## src/rtl/gbn_pkg.sv

```systemverilog
`timescale 1ns / 1ps
// ----------------------------------------------------------------------------
// gbn_pkg
// Types, codes and constants shared by the sender window unit modules.
// ----------------------------------------------------------------------------
package gbn_pkg;

    // Event codes on the input channel
    localparam logic [1:0] FUNC_MSG = 2'd0;
    localparam logic [1:0] FUNC_ACK = 2'd1;
    localparam logic [1:0] FUNC_TMO = 2'd2;

    // Register indexes (address bit 2)
    localparam logic REG_FIRST = 1'b0;
    localparam logic REG_FRAME = 1'b1;

    // Register reset values
    localparam logic [7:0] FIRST_RESET = 8'd127;
    localparam logic [7:0] FRAME_RESET = 8'd128;

    // Frame count divider: 17-bit dividend, one quotient bit per step
    localparam int DIV_W   = 17;
    localparam int DCNT_W  = 5;

    typedef enum logic [1:0] {
        ACT_SEND   = 2'd0,
        ACT_START  = 2'd1,
        ACT_STOP   = 2'd2,
        ACT_REJECT = 2'd3
    } t_action;

    typedef enum logic [3:0] {
        S_IDLE,
        S_DISPATCH,
        S_DIVIDE,
        S_MSG_EVAL,
        S_REJECT,
        S_START,
        S_FILL,
        S_STOP,
        S_TSTART,
        S_RESEND
    } t_state;

    // Controller to datapath
    typedef struct packed {
        logic    load;
        logic    div_step;
        logic    commit;
        logic    set_timer;
        logic    clr_timer;
        logic    slide;
        logic    fill_step;
        logic    idx_clr;
        logic    idx_inc;
        logic    emit;
        logic    seq_idx;
        t_action action;
        logic    last;
    } t_cmd;

    // Datapath to controller
    typedef struct packed {
        logic div_done;
        logic is_msg;
        logic is_ack;
        logic is_tmo;
        logic ack_ok;
        logic overflow;
        logic queue_empty;
        logic in_window;
        logic fill_more;
        logic fill_last;
        logic inflight_zero;
        logic idx_last;
        logic timer_on;
        logic out_free;
    } t_status;

endpackage

```

## src/rtl/gbn_regs.sv

```systemverilog
`timescale 1ns / 1ps
// ----------------------------------------------------------------------------
// gbn_regs
// APB-style register file holding the two payload size registers.
// ----------------------------------------------------------------------------
module gbn_regs (
    input  logic        i_clk,
    input  logic        i_rst_n,
    input  logic        psel,
    input  logic        penable,
    input  logic        pwrite,
    input  logic [2:0]  paddr,
    input  logic [31:0] pwdata,
    output logic [31:0] prdata,
    output logic        pready,
    output logic [7:0]  o_first_payload,
    output logic [7:0]  o_frame_payload
);
    import gbn_pkg::*;

    logic [7:0] r_first;
    logic [7:0] r_frame;
    logic       wr_en;

    assign pready = 1'b1;
    assign wr_en  = psel && penable && pwrite && pready;

    // Register write on the access phase
    always_ff @(posedge i_clk) begin
        if (!i_rst_n) begin
            r_first <= FIRST_RESET;
            r_frame <= FRAME_RESET;
        end else if (wr_en) begin
            case (paddr[2])
                REG_FIRST: r_first <= pwdata[7:0];
                REG_FRAME: r_frame <= pwdata[7:0];
                default:   r_first <= r_first;
            endcase
        end
    end

    // Read mux
    always_comb begin
        case (paddr[2])
            REG_FIRST: prdata = {24'd0, r_first};
            REG_FRAME: prdata = {24'd0, r_frame};
            default:   prdata = 32'd0;
        endcase
    end

    assign o_first_payload = r_first;
    assign o_frame_payload = r_frame;

endmodule

```

## src/rtl/gbn_datapath.sv

```systemverilog
`timescale 1ns / 1ps
// ----------------------------------------------------------------------------
// gbn_datapath
// Window state, frame count divider, event capture and result register.
// ----------------------------------------------------------------------------
module gbn_datapath #(
    parameter int WINDOW_FRAMES = 8,
    parameter int QUEUE_FRAMES  = 1024
) (
    input  logic            i_clk,
    input  logic            i_rst_n,
    input  gbn_pkg::t_cmd   i_cmd,
    output gbn_pkg::t_status o_sts,
    input  logic [1:0]      i_func,
    input  logic [15:0]     i_msg_len,
    input  logic [31:0]     i_ack_seq,
    input  logic            i_ack_ok,
    input  logic [7:0]      i_first_payload,
    input  logic [7:0]      i_frame_payload,
    output logic            o_out_valid,
    input  logic            i_out_ready,
    output logic [1:0]      o_action,
    output logic [31:0]     o_frame_seq,
    output logic            o_last
);
    import gbn_pkg::*;

    localparam int IW = $clog2(WINDOW_FRAMES + 1);
    localparam logic [IW-1:0] WIN   = IW'(WINDOW_FRAMES);
    localparam logic [32:0]   QLIM  = 33'(QUEUE_FRAMES);

    // Window state
    logic [31:0]   r_next;
    logic [31:0]   r_base;
    logic [IW-1:0] r_inflight;
    logic          r_timer;
    logic [IW-1:0] r_idx;

    // Captured event
    logic [1:0]    r_func;
    logic [31:0]   r_ack;
    logic          r_ok;

    // Divider
    logic [7:0]       r_lp;
    logic [7:0]       r_rem;
    logic [DIV_W-1:0] r_quo;
    logic [DCNT_W-1:0] r_dcnt;

    // Result register
    logic          r_out_valid;
    t_action       r_action;
    logic [31:0]   r_seq;
    logic          r_last;

    logic [7:0]       fp_eff;
    logic [7:0]       lp_eff;
    logic [DIV_W-1:0] dividend;
    logic [8:0]       trial;
    logic             qbit;
    logic [DIV_W-1:0] count;
    logic [31:0]      queued;
    logic [31:0]      ack_off;
    logic [IW-1:0]    inflight_inc;
    logic [IW-1:0]    idx_inc;
    logic [31:0]      seq_sel;

    // Zero payload setting counts as one
    assign fp_eff = (i_first_payload == 8'd0) ? 8'd1 : i_first_payload;
    assign lp_eff = (i_frame_payload == 8'd0) ? 8'd1 : i_frame_payload;

    // Ceiling dividend for the frames after the first
    assign dividend = ({8'd0, i_msg_len} > {16'd0, fp_eff}) ?
        (DIV_W'(i_msg_len) - DIV_W'(fp_eff) + DIV_W'(lp_eff) - DIV_W'(1)) :
        '0;

    // One restoring division step
    assign trial = {r_rem, r_quo[DIV_W-1]};
    assign qbit  = (trial >= {1'b0, r_lp});

    assign count        = r_quo + DIV_W'(1);
    assign queued       = r_next - r_base;
    assign ack_off      = r_ack - r_base;
    assign inflight_inc = r_inflight + IW'(1);
    assign idx_inc      = r_idx + IW'(1);
    assign seq_sel      = r_base + (i_cmd.seq_idx ? 32'(r_idx) : 32'(r_inflight));

    // Capture the event and load the divider
    always_ff @(posedge i_clk) begin
        if (i_cmd.load) begin
            r_func <= i_func;
            r_ack  <= i_ack_seq;
            r_ok   <= i_ack_ok;
            r_lp   <= lp_eff;
            r_rem  <= 8'd0;
            r_quo  <= dividend;
        end else if (i_cmd.div_step) begin
            r_rem  <= qbit ? 8'(trial - {1'b0, r_lp}) : trial[7:0];
            r_quo  <= {r_quo[DIV_W-2:0], qbit};
        end
    end

    // Step counter of the divider
    always_ff @(posedge i_clk) begin
        if (!i_rst_n) begin
            r_dcnt <= '0;
        end else if (i_cmd.load) begin
            r_dcnt <= DCNT_W'(DIV_W);
        end else if (i_cmd.div_step) begin
            r_dcnt <= r_dcnt - DCNT_W'(1);
        end
    end

    // Sequence numbers and window
    always_ff @(posedge i_clk) begin
        if (!i_rst_n) begin
            r_next     <= 32'd0;
            r_base     <= 32'd0;
            r_inflight <= '0;
        end else begin
            if (i_cmd.commit) begin
                r_next <= r_next + 32'(count);
            end
            if (i_cmd.slide) begin
                r_base     <= r_base + ack_off + 32'd1;
                r_inflight <= r_inflight - ack_off[IW-1:0] - IW'(1);
            end else if (i_cmd.fill_step) begin
                r_inflight <= inflight_inc;
            end
        end
    end

    // Timer flag
    always_ff @(posedge i_clk) begin
        if (!i_rst_n) begin
            r_timer <= 1'b0;
        end else if (i_cmd.set_timer) begin
            r_timer <= 1'b1;
        end else if (i_cmd.clr_timer) begin
            r_timer <= 1'b0;
        end
    end

    // Resend index
    always_ff @(posedge i_clk) begin
        if (!i_rst_n) begin
            r_idx <= '0;
        end else if (i_cmd.idx_clr) begin
            r_idx <= '0;
        end else if (i_cmd.idx_inc) begin
            r_idx <= idx_inc;
        end
    end

    // Result register: load on emit, drop once transferred
    always_ff @(posedge i_clk) begin
        if (!i_rst_n) begin
            r_out_valid <= 1'b0;
        end else if (i_cmd.emit) begin
            r_out_valid <= 1'b1;
        end else if (i_out_ready) begin
            r_out_valid <= 1'b0;
        end
    end

    always_ff @(posedge i_clk) begin
        if (i_cmd.emit) begin
            r_action <= i_cmd.action;
            r_seq    <= (i_cmd.action == ACT_SEND) ? seq_sel : 32'd0;
            r_last   <= i_cmd.last;
        end
    end

    assign o_out_valid = r_out_valid;
    assign o_action    = r_action;
    assign o_frame_seq = r_seq;
    assign o_last      = r_last;

    // Status to the controller
    always_comb begin
        o_sts.div_done      = (r_dcnt == '0);
        o_sts.is_msg        = (r_func == FUNC_MSG);
        o_sts.is_ack        = (r_func == FUNC_ACK);
        o_sts.is_tmo        = (r_func == FUNC_TMO);
        o_sts.ack_ok        = r_ok;
        o_sts.overflow      = (33'(queued) + 33'(count)) > QLIM;
        o_sts.queue_empty   = (r_next == r_base);
        o_sts.in_window     = (ack_off < 32'(r_inflight));
        o_sts.fill_more     = (r_inflight < WIN) && (32'(r_inflight) < queued);
        o_sts.fill_last     = !((inflight_inc < WIN) && (32'(inflight_inc) < queued));
        o_sts.inflight_zero = (r_inflight == '0);
        o_sts.idx_last      = (idx_inc == r_inflight);
        o_sts.timer_on      = r_timer;
        o_sts.out_free      = !r_out_valid || i_out_ready;
    end

endmodule

```

## src/rtl/gbn_ctrl.sv

```systemverilog
`timescale 1ns / 1ps
// ----------------------------------------------------------------------------
// gbn_ctrl
// Event sequencer: dispatches each event and steps out its results.
// ----------------------------------------------------------------------------
module gbn_ctrl (
    input  logic             i_clk,
    input  logic             i_rst_n,
    input  logic             i_in_valid,
    output logic             o_in_ready,
    output gbn_pkg::t_cmd    o_cmd,
    input  gbn_pkg::t_status i_sts
);
    import gbn_pkg::*;

    t_state r_state;
    t_state n_state;

    // State register
    always_ff @(posedge i_clk) begin
        if (!i_rst_n) begin
            r_state <= S_IDLE;
        end else begin
            r_state <= n_state;
        end
    end

    // Next state
    always_comb begin
        n_state = r_state;
        case (r_state)
            S_IDLE: begin
                if (i_in_valid) n_state = S_DISPATCH;
            end
            S_DISPATCH: begin
                if (i_sts.is_msg) begin
                    n_state = S_DIVIDE;
                end else if (i_sts.is_ack) begin
                    if (i_sts.queue_empty)                       n_state = S_STOP;
                    else if (i_sts.ack_ok && i_sts.in_window)    n_state = S_START;
                    else                                         n_state = S_IDLE;
                end else if (i_sts.is_tmo) begin
                    n_state = i_sts.inflight_zero ? S_IDLE : S_TSTART;
                end else begin
                    n_state = S_IDLE;
                end
            end
            S_DIVIDE: begin
                if (i_sts.div_done) n_state = S_MSG_EVAL;
            end
            S_MSG_EVAL: begin
                if (i_sts.overflow)      n_state = S_REJECT;
                else if (i_sts.timer_on) n_state = S_IDLE;
                else                     n_state = S_START;
            end
            S_REJECT, S_STOP: begin
                if (i_sts.out_free) n_state = S_IDLE;
            end
            S_START: begin
                if (i_sts.out_free) begin
                    if (i_sts.fill_more)          n_state = S_FILL;
                    else if (i_sts.inflight_zero) n_state = S_STOP;
                    else                          n_state = S_IDLE;
                end
            end
            S_FILL: begin
                if (i_sts.out_free && i_sts.fill_last) n_state = S_IDLE;
            end
            S_TSTART: begin
                if (i_sts.out_free) n_state = S_RESEND;
            end
            S_RESEND: begin
                if (i_sts.out_free && i_sts.idx_last) n_state = S_IDLE;
            end
            default: n_state = S_IDLE;
        endcase
    end

    // Commands
    always_comb begin
        o_cmd        = '0;
        o_cmd.action = ACT_SEND;
        o_in_ready   = 1'b0;
        case (r_state)
            S_IDLE: begin
                o_in_ready = 1'b1;
                o_cmd.load = i_in_valid;
            end
            S_DISPATCH: begin
                if (i_sts.is_ack && !i_sts.queue_empty && i_sts.ack_ok && i_sts.in_window) begin
                    o_cmd.slide = 1'b1;
                end
                if (i_sts.is_tmo && i_sts.inflight_zero) begin
                    o_cmd.clr_timer = 1'b1;
                end
            end
            S_DIVIDE: begin
                o_cmd.div_step = !i_sts.div_done;
            end
            S_MSG_EVAL: begin
                o_cmd.commit = !i_sts.overflow;
            end
            S_REJECT: begin
                o_cmd.emit   = i_sts.out_free;
                o_cmd.action = ACT_REJECT;
                o_cmd.last   = 1'b1;
            end
            S_START: begin
                o_cmd.emit      = i_sts.out_free;
                o_cmd.set_timer = i_sts.out_free;
                o_cmd.action    = ACT_START;
                o_cmd.last      = !i_sts.fill_more && !i_sts.inflight_zero;
            end
            S_FILL: begin
                o_cmd.emit      = i_sts.out_free;
                o_cmd.fill_step = i_sts.out_free;
                o_cmd.action    = ACT_SEND;
                o_cmd.last      = i_sts.fill_last;
            end
            S_STOP: begin
                o_cmd.emit      = i_sts.out_free;
                o_cmd.clr_timer = i_sts.out_free;
                o_cmd.action    = ACT_STOP;
                o_cmd.last      = 1'b1;
            end
            S_TSTART: begin
                o_cmd.emit      = i_sts.out_free;
                o_cmd.set_timer = i_sts.out_free;
                o_cmd.idx_clr   = i_sts.out_free;
                o_cmd.action    = ACT_START;
            end
            S_RESEND: begin
                o_cmd.emit    = i_sts.out_free;
                o_cmd.idx_inc = i_sts.out_free;
                o_cmd.seq_idx = 1'b1;
                o_cmd.action  = ACT_SEND;
                o_cmd.last    = i_sts.idx_last;
            end
            default: begin
                o_cmd.action = ACT_SEND;
            end
        endcase
    end

endmodule

```

## src/rtl/go_back_n_sender_window_unit.sv

```systemverilog
`timescale 1ns / 1ps
// ----------------------------------------------------------------------------
// go_back_n_sender_window_unit
// Go-Back-N sender window control: frames messages, tracks the window,
// and issues transmit and timer actions for messages, acks and timeouts.
// ----------------------------------------------------------------------------
// Channel   Direction  Handshake                 Payload
// input     in         i_in_valid / o_in_ready   i_func, i_msg_len, i_ack_seq, i_ack_ok
// output    out        o_out_valid / i_out_ready o_action, o_frame_seq, o_last
// config    in         psel, penable, pwrite     paddr, pwdata, prdata, pready
//
// One event at a time. A new message passes through accept, dispatch,
// 17 divider steps, a done check and evaluate, then issues its results one
// per cycle while the output is free; an ack or a timeout passes through
// accept and dispatch before its results. The frame count divider is
// bit-serial. Reset clears the window state and loads the payload registers
// with 127 and 128. A stalled output holds the sequencer.
// ----------------------------------------------------------------------------
module go_back_n_sender_window_unit #(
    parameter int WINDOW_FRAMES = 8,
    parameter int QUEUE_FRAMES  = 1024
) (
    input  logic        i_clk,
    input  logic        i_rst_n,
    input  logic        i_in_valid,
    output logic        o_in_ready,
    input  logic [1:0]  i_func,
    input  logic [15:0] i_msg_len,
    input  logic [31:0] i_ack_seq,
    input  logic        i_ack_ok,
    output logic        o_out_valid,
    input  logic        i_out_ready,
    output logic [1:0]  o_action,
    output logic [31:0] o_frame_seq,
    output logic        o_last,
    input  logic        psel,
    input  logic        penable,
    input  logic        pwrite,
    input  logic [2:0]  paddr,
    input  logic [31:0] pwdata,
    output logic [31:0] prdata,
    output logic        pready
);
    import gbn_pkg::*;

    t_cmd       cmd;
    t_status    sts;
    logic [7:0] first_payload;
    logic [7:0] frame_payload;

    // Payload size registers
    gbn_regs u_regs (
        .i_clk           (i_clk),
        .i_rst_n         (i_rst_n),
        .psel            (psel),
        .penable         (penable),
        .pwrite          (pwrite),
        .paddr           (paddr),
        .pwdata          (pwdata),
        .prdata          (prdata),
        .pready          (pready),
        .o_first_payload (first_payload),
        .o_frame_payload (frame_payload)
    );

    // Event sequencer
    gbn_ctrl u_ctrl (
        .i_clk      (i_clk),
        .i_rst_n    (i_rst_n),
        .i_in_valid (i_in_valid),
        .o_in_ready (o_in_ready),
        .o_cmd      (cmd),
        .i_sts      (sts)
    );

    // Window state and result register
    gbn_datapath #(
        .WINDOW_FRAMES (WINDOW_FRAMES),
        .QUEUE_FRAMES  (QUEUE_FRAMES)
    ) u_dp (
        .i_clk           (i_clk),
        .i_rst_n         (i_rst_n),
        .i_cmd           (cmd),
        .o_sts           (sts),
        .i_func          (i_func),
        .i_msg_len       (i_msg_len),
        .i_ack_seq       (i_ack_seq),
        .i_ack_ok        (i_ack_ok),
        .i_first_payload (first_payload),
        .i_frame_payload (frame_payload),
        .o_out_valid     (o_out_valid),
        .i_out_ready     (i_out_ready),
        .o_action        (o_action),
        .o_frame_seq     (o_frame_seq),
        .o_last          (o_last)
    );

endmodule

```

## config.mk

```make
export PLATFORM = sky130hd
export DESIGN_NAME = go_back_n_sender_window_unit
export DESIGN_NICKNAME = d
export VERILOG_FILES = /design/src/rtl/gbn_pkg.sv /design/src/rtl/gbn_regs.sv /design/src/rtl/gbn_datapath.sv /design/src/rtl/gbn_ctrl.sv /design/src/rtl/go_back_n_sender_window_unit.sv
export SDC_FILE = /design/constraint.sdc
export NUM_CORES = 1
export LEC_CHECK = 0
export BUFFER_PORTS_ARGS = -buffer_cell sky130_fd_sc_hd__buf_2
export CORE_AREA = 2 2 188 190
export DETAILED_ROUTE_END_ITERATION = 8
export DIE_AREA = 0 0 190 192
export PLACE_DENSITY = 0.74
export SLEW_MARGIN = 5
export SYNTH_ARGS = -nofsm -noshare
export SYNTH_HDL_FRONTEND = slang
export SYNTH_SLANG_ARGS = --single-unit
```

## constraint.sdc

```tcl
create_clock -name i_clk -period 8.9 [get_ports i_clk]
set_input_delay 1.335 -clock i_clk [delete_from_list [all_inputs] [get_ports i_clk]]
set_output_delay 1.335 -clock i_clk [all_outputs]
set_load 0.005 [all_outputs]
```

* Word-level counts from Yosys, hierarchy flattened
Index checks and enable logic that the tools add are counted.
** Cells by class
- Eq/ne operators :: 20
- Add/subtract/negate cells :: 17
- Bitwise gates (word level) :: 2
- Reductions and logical operators :: 39
- Magnitude comparators :: 8
- Multiplexer cells :: 50
** Operators with widths (number)
- $mux 4 :: 17
- $add 32x32->32 :: 2
- $lt 4x32->1 :: 2
- $pmux 32 s2 :: 1
- $sub 32x32->32 :: 2
- $mux 17 :: 3
- $pmux 4 s9 :: 1
- $add 32x17->33 :: 1
- $gt 33x11->1 const B :: 1
- $add 32x1->32 const B :: 1
- $add 32x17->32 :: 1
- $eq 32x32->1 :: 1
- $lt 32x4->1 :: 1
- $mux 8 :: 3
- $add 17x1->17 const B :: 1
- $add 17x8->17 :: 1
- $mux 1 :: 17
- $sub 16x8->17 :: 1
- $sub 17x1->17 const B :: 1
- $eq 4x3->1 const B :: 4
- $gt 16x8->1 :: 1
- $logic_not 8->1 :: 2
- $logic_and 1x1->1 :: 12
- $ne 2x1->1 const B :: 6
- other kinds (30) :: 53
** Word-level totals
- Flip-flop bits (word level) :: 202
- Logic and storage cells :: 156
- Output and inout port bits :: 70

* Longest topological paths before layout
Gate-level depths: netlist of the first run.
- Word-level depth :: 8
- Depth in mapped cells :: 24
- Gate-level depth less buffers :: 22

* Cells and area by module
From an unflattened synthesis of the first run, not the netlist that was laid out.
** Unflattened totals
- Cells, all modules :: 2164
- Area, all modules :: 18238.7 sq um
** By module, submodules not included
- gbn_datapath :: cells each 1977, times used 1, area an instance 16656.0 sq um
- gbn_regs :: cells each 107, times used 1, area an instance 991.0 sq um
- gbn_ctrl :: cells each 80, times used 1, area an instance 591.8 sq um

* Worst setup path after synthesis of the first run
Ideal clock, no wire load.
- Path kind :: flip-flop to flip-flop
- Start :: register u_dp.r_base[1]
- End :: register u_ctrl.r_state[0]
- Data required time :: 8821 ps
- Path slack :: 3890 ps
- Period minus slack after synthesis :: 5010 ps
- Buffers on the path :: 2
- Cell stages (with the launch flop) :: 21
- Arrival time :: 4930 ps
- Cells stage by stage :: dfxtp_1 -> inv_1 -> fa_1 -> a21o_1 -> a221oi_1 -> xnor2_1 -> ha_1 -> o21a_1 -> o21ai_0 -> a221oi_2 -> a211o_1 -> nand4_1 -> a21oi_1 -> nand3_2 -> or4b_4 -> mux2_2 -> nand4_1 -> or3_1 -> buf_6 -> buf_6 -> a211oi_2
** Between the ends
- Cells in the longest elaborated chain, start to end :: 8
** RTL lines
- start, declared :: line gbn_datapath.sv:34 : logic [31:0] r_base;
- start signal, assigned :: line gbn_datapath.sv:125 : r_base <= r_base + ack_off + 32'd1;
- parallel branches: the longest is 8 deep, another holds $add 32x17->33
- end signal, assigned :: line gbn_ctrl.sv:24 : r_state <= n_state;
- end, declared :: line gbn_ctrl.sv:16 : t_state r_state;
Parallel ways; which one is timed is not known. The select of a mux whose other input is x is not followed.
A chain may end at the register's enable or synchronous reset.

* Final worst setup path of the first run
- Start :: register u_dp.r_base[6]
- End :: register u_dp.r_next[0]
** Between the ends
- Cells in the longest elaborated chain, start to end :: 5
** RTL lines
- $sub 32x32->32 :: line gbn_datapath.sv:82 : assign queued = r_next - r_base;
- $add 32x17->33 :: line gbn_datapath.sv:186 : o_sts.overflow = (33'(queued) + 33'(count)) > QLIM;
- $gt 33x11->1 :: line gbn_datapath.sv:186
- $logic_not 1->1 :: line gbn_ctrl.sv:101 : o_cmd.commit = !i_sts.overflow;
- $mux 1 :: line gbn_ctrl.sv:84 : case (r_state)
- end signal, assigned :: line gbn_datapath.sv:122 : r_next <= r_next + 32'(count);
- end, declared :: line gbn_datapath.sv:33 : logic [31:0] r_next;
No other way between the ends.

==> impl_metrics.json, run 1 <==
{
  "die_h_um": 192,
  "power_frac_comb_pct": 39.3,
  "antenna_found_initial": 0,
  "clock.fmax_ghz": 0.143,
  "dieArea_um2": 36500,
  "cts_buffer_depth": 3,
  "synth.most_common_cell": "nand2_1",
  "timing.rr.start": "u_dp.r_base[6]",
  "slew_headroom_pct": 22.4,
  "seqCellArea_um2": 4990,
  "r2r_cells": 20,
  "reg2reg_slack_ns": 1.89,
  "drive_gt1_share_pct": 9.58,
  "required_ns": 9.36,
  "cts_hold_buf": 0,
  "power_density_nw_per_um2": 191,
  "post-route-min-period_ns": 7.01,
  "core_um2": 34300,
  "worst_pin_slew_ns": 1.16,
  "p_int_w": 0.00244,
  "min_path_type": "reg -> reg",
  "wl_um": 51000,
  "drv_slew": 0,
  "synth_top_flop_cell": "dfxtp_1",
  "grt_overflow": 0,
  "grt_pass1_vias": 15600,
  "via_per_inst": 6.04,
  "initial_utilization_pct": 54.8,
  "ys_seq_area_share_pct": 26.6,
  "finalSetupTns_ns": 0,
  "dpl.hpwl_um": 40300,
  "synth_compound_area_share_pct": 21.3,
  "r2r_end": "u_dp.r_next[0]",
  "fillers": 3028,
  "seqPwrFrac_pct": 31.8,
  "drt_drc_violations_left": 0,
  "final_hold_viol_count": 0,
  "cts_setup_buffers": 0,
  "dpl.cell_count": 2727,
  "track_usage_pct": 27.7,
  "numPortBuffers": 111,
  "drt_iter0_drc": 1297,
  "yosys.area_share.simple_pct": 20.5,
  "period_share_pct": 78.8,
  "synthMuxAreaShare_pct": 3.07,
  "drv_cap": 0,
  "grt_max_degree": 70,
  "synth_commonest_cells": "nand2_1, ha_1, nor2_1, inv_1, a21oi_1",
  "multi_input_comb_area_um2": 12700,
  "yosys.area.top_type_share_pct": 15.2,
  "hold_end": "u_dp.r_rem[7]",
  "path_max_fanout": 29,
  "cts_buffers": 25,
  "ctsHtreeMaxLevel": 1,
  "synth-seq-cells": 202,
  "yosysWarnings": 0,
  "slowest_delay_ns": 0.96,
  "synth_edf_count": 95,
  "ys_async_sr_fraction_pct": 0,
  "num_io_pins": 163,
  "post_synth_xor_area_fraction_pct": 7.87,
  "crit_type": "reg -> reg",
  "cp-start-kind": "flop",
  "power_frac_clock_pct": 28.9,
  "leakage_nw": 8.77,
  "place_congestion": 0.952,
  "cp_cell_sequence": "inv_1 > ha_1 > nand4_1 > a211oi_2 > nor2_2 > o21ai_0 > xor2_1 > ha_1 > nand2_1 > o21ai_0 > nor2b_1 > a211o_1 > nand4_1 > a21oi_1 > nand3_2 > or4b_4 > o21ba_2 > o21ai_2 > or3_1 > mux2i_1",
  "ant_nets": 0,
  "synthAdderAreaFrac_pct": 14.3,
  "setup_viol": 0,
  "cts_sinks": 202,
  "status": "finished clean",
  "insertedDiodeCount": 0,
  "num_rows": 68,
  "root_buffer": "clkbuf_16",
  "synth_cell_types": 109,
  "area.growth.synth_to_final_pct": 8.63,
  "cpMaxStageDelayCell": "or3_1",
  "wire_per_inst_um": 18.4,
  "insertion_delay_ns": 0.56,
  "cts_tree": "done",
  "vias": 16700,
  "first_pass_iters": 5,
  "post_cts_resized": 0,
  "worstHoldStart": "u_dp.r_rem[7]",
  "synth_top_family_by_area": "compound AO/OA/AOI/OAI gates",
  "synth_cells": 2234,
  "cts.reportedPaths.clkPinSlew_ns": 0.06,
  "cp_top_family": "compound AO/OA/AOI/OAI gates",
  "synthesis.area_um2": 18800,
  "die-width_um": 190,
  "nets": 2596,
  "cp_num_buf_inv": 1,
  "p_sw_w": 0.00145,
  "syn_area_per_cell_um2": 8.42,
  "final_cells": 2773,
  "end_kind": "flop",
  "swShare_pct": 37.3,
  "grt_setup_unrepaired": "false",
  "cp.arrival_ns": 7.47,
  "skew_ns": 0.0200,
  "peakVddDrop_mv": 0.196,
  "yosys.area.top_type": "edfxtp_1",
  "grt_pass1_wl_um": 81500,
  "synth.area.top_cells": "edfxtp_1, ha_1, dfxtp_1",
  "whs_path_depth": 2
}
[power by group through the flow]
stage                     clock network [W]  registers (W)  logic, W
after floorplan                           0        0.00122   0.00115
after global placement                    0        0.00125   0.00145
after detailed placement                  0        0.00125   0.00150
after CTS                           0.00115        0.00124   0.00151
after global routing                0.00118        0.00125   0.00169
final                               0.00113        0.00124   0.00153
[worst reg2reg max path, stage by stage, from the launching register on]
cell      delay, ns
dfxtp_1        0.47
inv_1          0.19
ha_1           0.45
nand4_1        0.30
a211oi_2       0.33
nor2_2         0.13
o21ai_0        0.29
xor2_1         0.17
ha_1           0.43
nand2_1        0.07
o21ai_0        0.25
nor2b_1        0.17
a211o_1        0.15
nand4_1        0.15
a21oi_1        0.31
nand3_2        0.14
or4b_4         0.54
o21ba_2        0.24
o21ai_2        0.90
or3_1          0.97
mux2i_1        0.30
[sequential cells by signal (all words and copies together), names as in the netlist, 17 cells and up]
signal            cells
u_dp.r_base          32
u_dp.r_ack           32
u_dp.r_next          32
u_dp.r_quo           17
u_dp.o_frame_seq     32
[area by class of cell]
class	count	area share, %
Sequential cell	202	24.4
Multi-Input combinational cell	1786	62.2
Tap cell	455	2.79
Clock inverter	16	1.17
Timing Repair Buffer	121	3.10
Clock buffer	30	3.25
Inverter	163	2.99
[worst max-delay path by stage]
stage	start	end	cells past startpoint
after global placement	u_dp.r_base[1]	u_dp.r_base[24]	17
after global routing	u_dp.r_base[6]	u_dp.r_next[0]	20
after detailed placement	u_dp.r_base[1]	u_dp.r_next[0]	18
after CTS	u_dp.r_base[1]	u_dp.r_next[0]	18
after floorplan	u_dp.r_base[1]	u_ctrl.r_state[0]	20
final	u_dp.r_base[6]	u_dp.r_next[0]	20
[stage by stage]
stage          util [%]  power [W]  area [µm²]  setup slack (ns)  hold slack [ns]
2_1_floorplan         -    0.00237       18900              3.89            0.426
3_3_place_gp       56.9    0.00271       19500              2.22            0.443
3_5_place_dp       56.9    0.00276       19500              2.07            0.451
4_1_cts            59.6    0.00389       20400              2.04            0.465
5_1_grt            59.6    0.00412       20400              1.35            0.491
6_report           59.6    0.00390       20400              1.89            0.459
[kinds of logic (layout without fill, tap and decap cells)]
group,after synthesis,after routing
buffers and inverters,269,330
and+or+nand+nor,749,749
DFF,202,202
muxes,57,57
adders and majority gates,204,204
other,2,25
AOI/OAI and AO/OA,582,582
xor gates and xnor gates,169,169
[routing by layer]
layer  GRT usage (%)  up-vias  part of all wire, %
met1            36.3     7879                   45
met3            3.38       98                  5.2
met2            47.3      554                   47
met4            9.18        0                  3.3
met5               0        -                    0
li1                -     8208                    -
[cells in the final DEF, fill, tap and decap left out, types with 51 or more instances in the layout]
cell type / instances
nand2_1: 191
ha_1: 187
nor2_1: 164
inv_1: 161
a21oi_1: 143
xnor2_1: 121
buf_2: 110
dfxtp_1: 107
o21ai_0: 104
edfxtp_1: 95
nand3_1: 63
a21o_1: 57
nor2b_1: 55
mux2i_1: 51
Note: power is estimated with default switching activity, not from simulation.
==> run 2: changes to the inputs <==
==> constraint.sdc (replaced) <==
create_clock -name i_clk -period 6.5 [get_ports i_clk]
set_input_delay 0.975 -clock i_clk [delete_from_list [all_inputs] [get_ports i_clk]]
set_output_delay 0.975 -clock i_clk [all_outputs]
set_load 0.005 [all_outputs]
==> run 2 against run 1 <==
- worst hold slack improved by 0.024 ns
- sequential power rose by 37%
- sequential share of layout area rose by 0.11 points
- first-iteration DRC count rose by 1.7%
- critical path depth fell by 3
- sequential cell count did not move
- routed wire length fell by 0.84%
- maximum frequency rose by 18%
- final area fell by 0.43%
- via count rose by 1.2%
- clock skew fell by 0.0036 ns
- non-clock buffer count rose by 4
- largest cell class unchanged
==> impl_metrics.json, run 2 (synthesis results as in run 1) <==
{
  "cts_tree": "done",
  "worst_pin_slew_ns": 1.11,
  "ctsHtreeMaxLevel": 1,
  "insertion_delay_ns": 0.54,
  "first_pass_iters": 5,
  "end_kind": "flop",
  "grtUsageMet3_pct": 3.16,
  "nets": 2599,
  "dpl.hpwl_um": 39500,
  "insertedDiodeCount": 0,
  "grt_overflow": 0,
  "power_density_nw_per_um2": 252,
  "layout_commonest_cell": "nand2_1",
  "cp-start-kind": "flop",
  "leakage_nw": 8.74,
  "cp.arrival_ns": 6.37,
  "power_frac_comb_pct": 40.6,
  "top_usage_layer": "met2",
  "seqPwrFrac_pct": 33.1,
  "cts_sinks": 202,
  "grt_pass1_vias": 16000,
  "crit_type": "reg -> reg",
  "grt_pass1_wl_um": 81200,
  "period_share_pct": 91.4,
  "wire_per_inst_um": 18.2,
  "seqCellArea_um2": 4990,
  "cts_buffer_depth": 3,
  "cts_setup_buffers": 0,
  "peakVddDrop_mv": 0.274,
  "timing.hold.ws_ns": 0.483,
  "antenna_found_initial": 0,
  "status": "finished clean",
  "swShare_pct": 38.1,
  "cts_buffers": 24,
  "grt_max_degree": 82,
  "use_met1_pct": 36.1,
  "ant_nets": 0,
  "p_int_w": 0.00318,
  "cts.reportedPaths.clkPinSlew_ns": 0.06,
  "dieArea_um2": 36500,
  "skew_ns": 0.0164,
  "final_cell_mix": "nand2_1, ha_1, nor2_1",
  "cts_hold_buf": 0,
  "die-width_um": 190,
  "die_h_um": 192,
  "area.growth.synth_to_final_pct": 8.16,
  "track_usage_pct": 27.4,
  "root_buffer": "clkbuf_16",
  "drv_cap": 0,
  "power_frac_clock_pct": 26.4,
  "post-route-min-period_ns": 5.94,
  "numPortBuffers": 111,
  "grt_setup_unrepaired": "false",
  "drive_gt1_share_pct": 9.66,
  "multi_input_comb_area_um2": 12700,
  "num_io_pins": 163,
  "min_path_type": "reg -> reg",
  "vias": 16900,
  "required_ns": 6.93,
  "wl_um": 50600,
  "num_rows": 68,
  "gr-usage-met2_pct": 45.9,
  "place_congestion": 0.955,
  "core_um2": 34300,
  "drt_iter0_drc": 1319,
  "post_cts_resized": 0,
  "final_hold_viol_count": 0,
  "p_sw_w": 0.00195,
  "slew_headroom_pct": 26.0,
  "clock.fmax_ghz": 0.168,
  "path_max_fanout": 20,
  "drv_slew": 0,
  "fillers": 3078,
  "finalSetupTns_ns": 0,
  "drt_drc_violations_left": 0,
  "via_per_inst": 6.10,
  "setup_viol": 0,
  "initial_utilization_pct": 54.8
}
[run 2: changes by cell type in the layout (fill, tap and decap cells not counted)]
cell,before,now
bufinv_16,6,2
buf_4,11,15
clkinvlp_4,2,1
clkinv_4,1,2
clkbuf_8,2,1
clkinv_2,3,6
[run 2: critical path, stage by stage, from the launching register on]
cell and delay, ns:
dfxtp_1 0.44, inv_1 0.09, ha_1 0.27, nor2b_1 0.15, o31ai_1 0.55, a21boi_0 0.48, ha_1 0.35, o21ai_0 0.09
nand3_1 0.11, or3_1 0.33, or4b_1 0.55, nor4b_1 0.51, and4_1 0.32, nand4b_1 0.28, nor2b_4 0.64, buf_4 0.37
mux2i_1 0.22, nor2b_1 0.06
[run 2: layer usage]
layer	wire length, µm	vias to the layer above	share of wire, %
met1	22500	8003	45
met2	23200	593	46
li1	-	8233	-
met5	0	-	0
met4	1970	0	3.9
met3	2890	107	5.7
[run 2: final timing paths]
path	start	slack, ns	cells past startpoint	end
max	u_dp.r_base[1]	0.56	17	u_dp.r_base[6]
min	u_dp.r_rem[7]	0.48	2	u_dp.r_rem[7]
max reg2reg	u_dp.r_base[1]	0.56	17	u_dp.r_base[6]
min reg2reg	u_dp.r_rem[7]	0.48	2	u_dp.r_rem[7]
[run 2: power by group through the flow]
stage	combinational [W]	sequential, W	clock [W]
finish	0.00208	0.00170	0.00136
global route	0.00230	0.00172	0.00143
CTS	0.00205	0.00170	0.00138
detailed placement	0.00204	0.00172	0
global placement	0.00196	0.00172	0
floorplan	0.00158	0.00167	0
[run 2: area by class of cell]
cell class              count  share of cell area (%)
repair buffers            125                    3.26
inverters                 163                    3.01
well taps                 455                    2.80
clock inverters            15                   0.664
clock buffers              29                    3.20
flip-flops and latches    202                    24.6
multi-input cells        1786                    62.5
[run 2: through the flow]
stage / power [W] / utilization, % / setup WS, ns / cells / area [µm²]
final: 0.00513 / 59.3 / 0.560 / 2775 / 20300
after global routing: 0.00545 / 59.3 / 0.155 / 2775 / 20300
after CTS: 0.00513 / 59.3 / 0.671 / 2775 / 20300
after detailed placement: 0.00376 / 57.0 / 0.707 / 2731 / 19600
after global placement: 0.00368 / 57.0 / 0.831 / 2731 / 19600
after floorplan: 0.00324 / - / 1.49 / 2257 / 18900
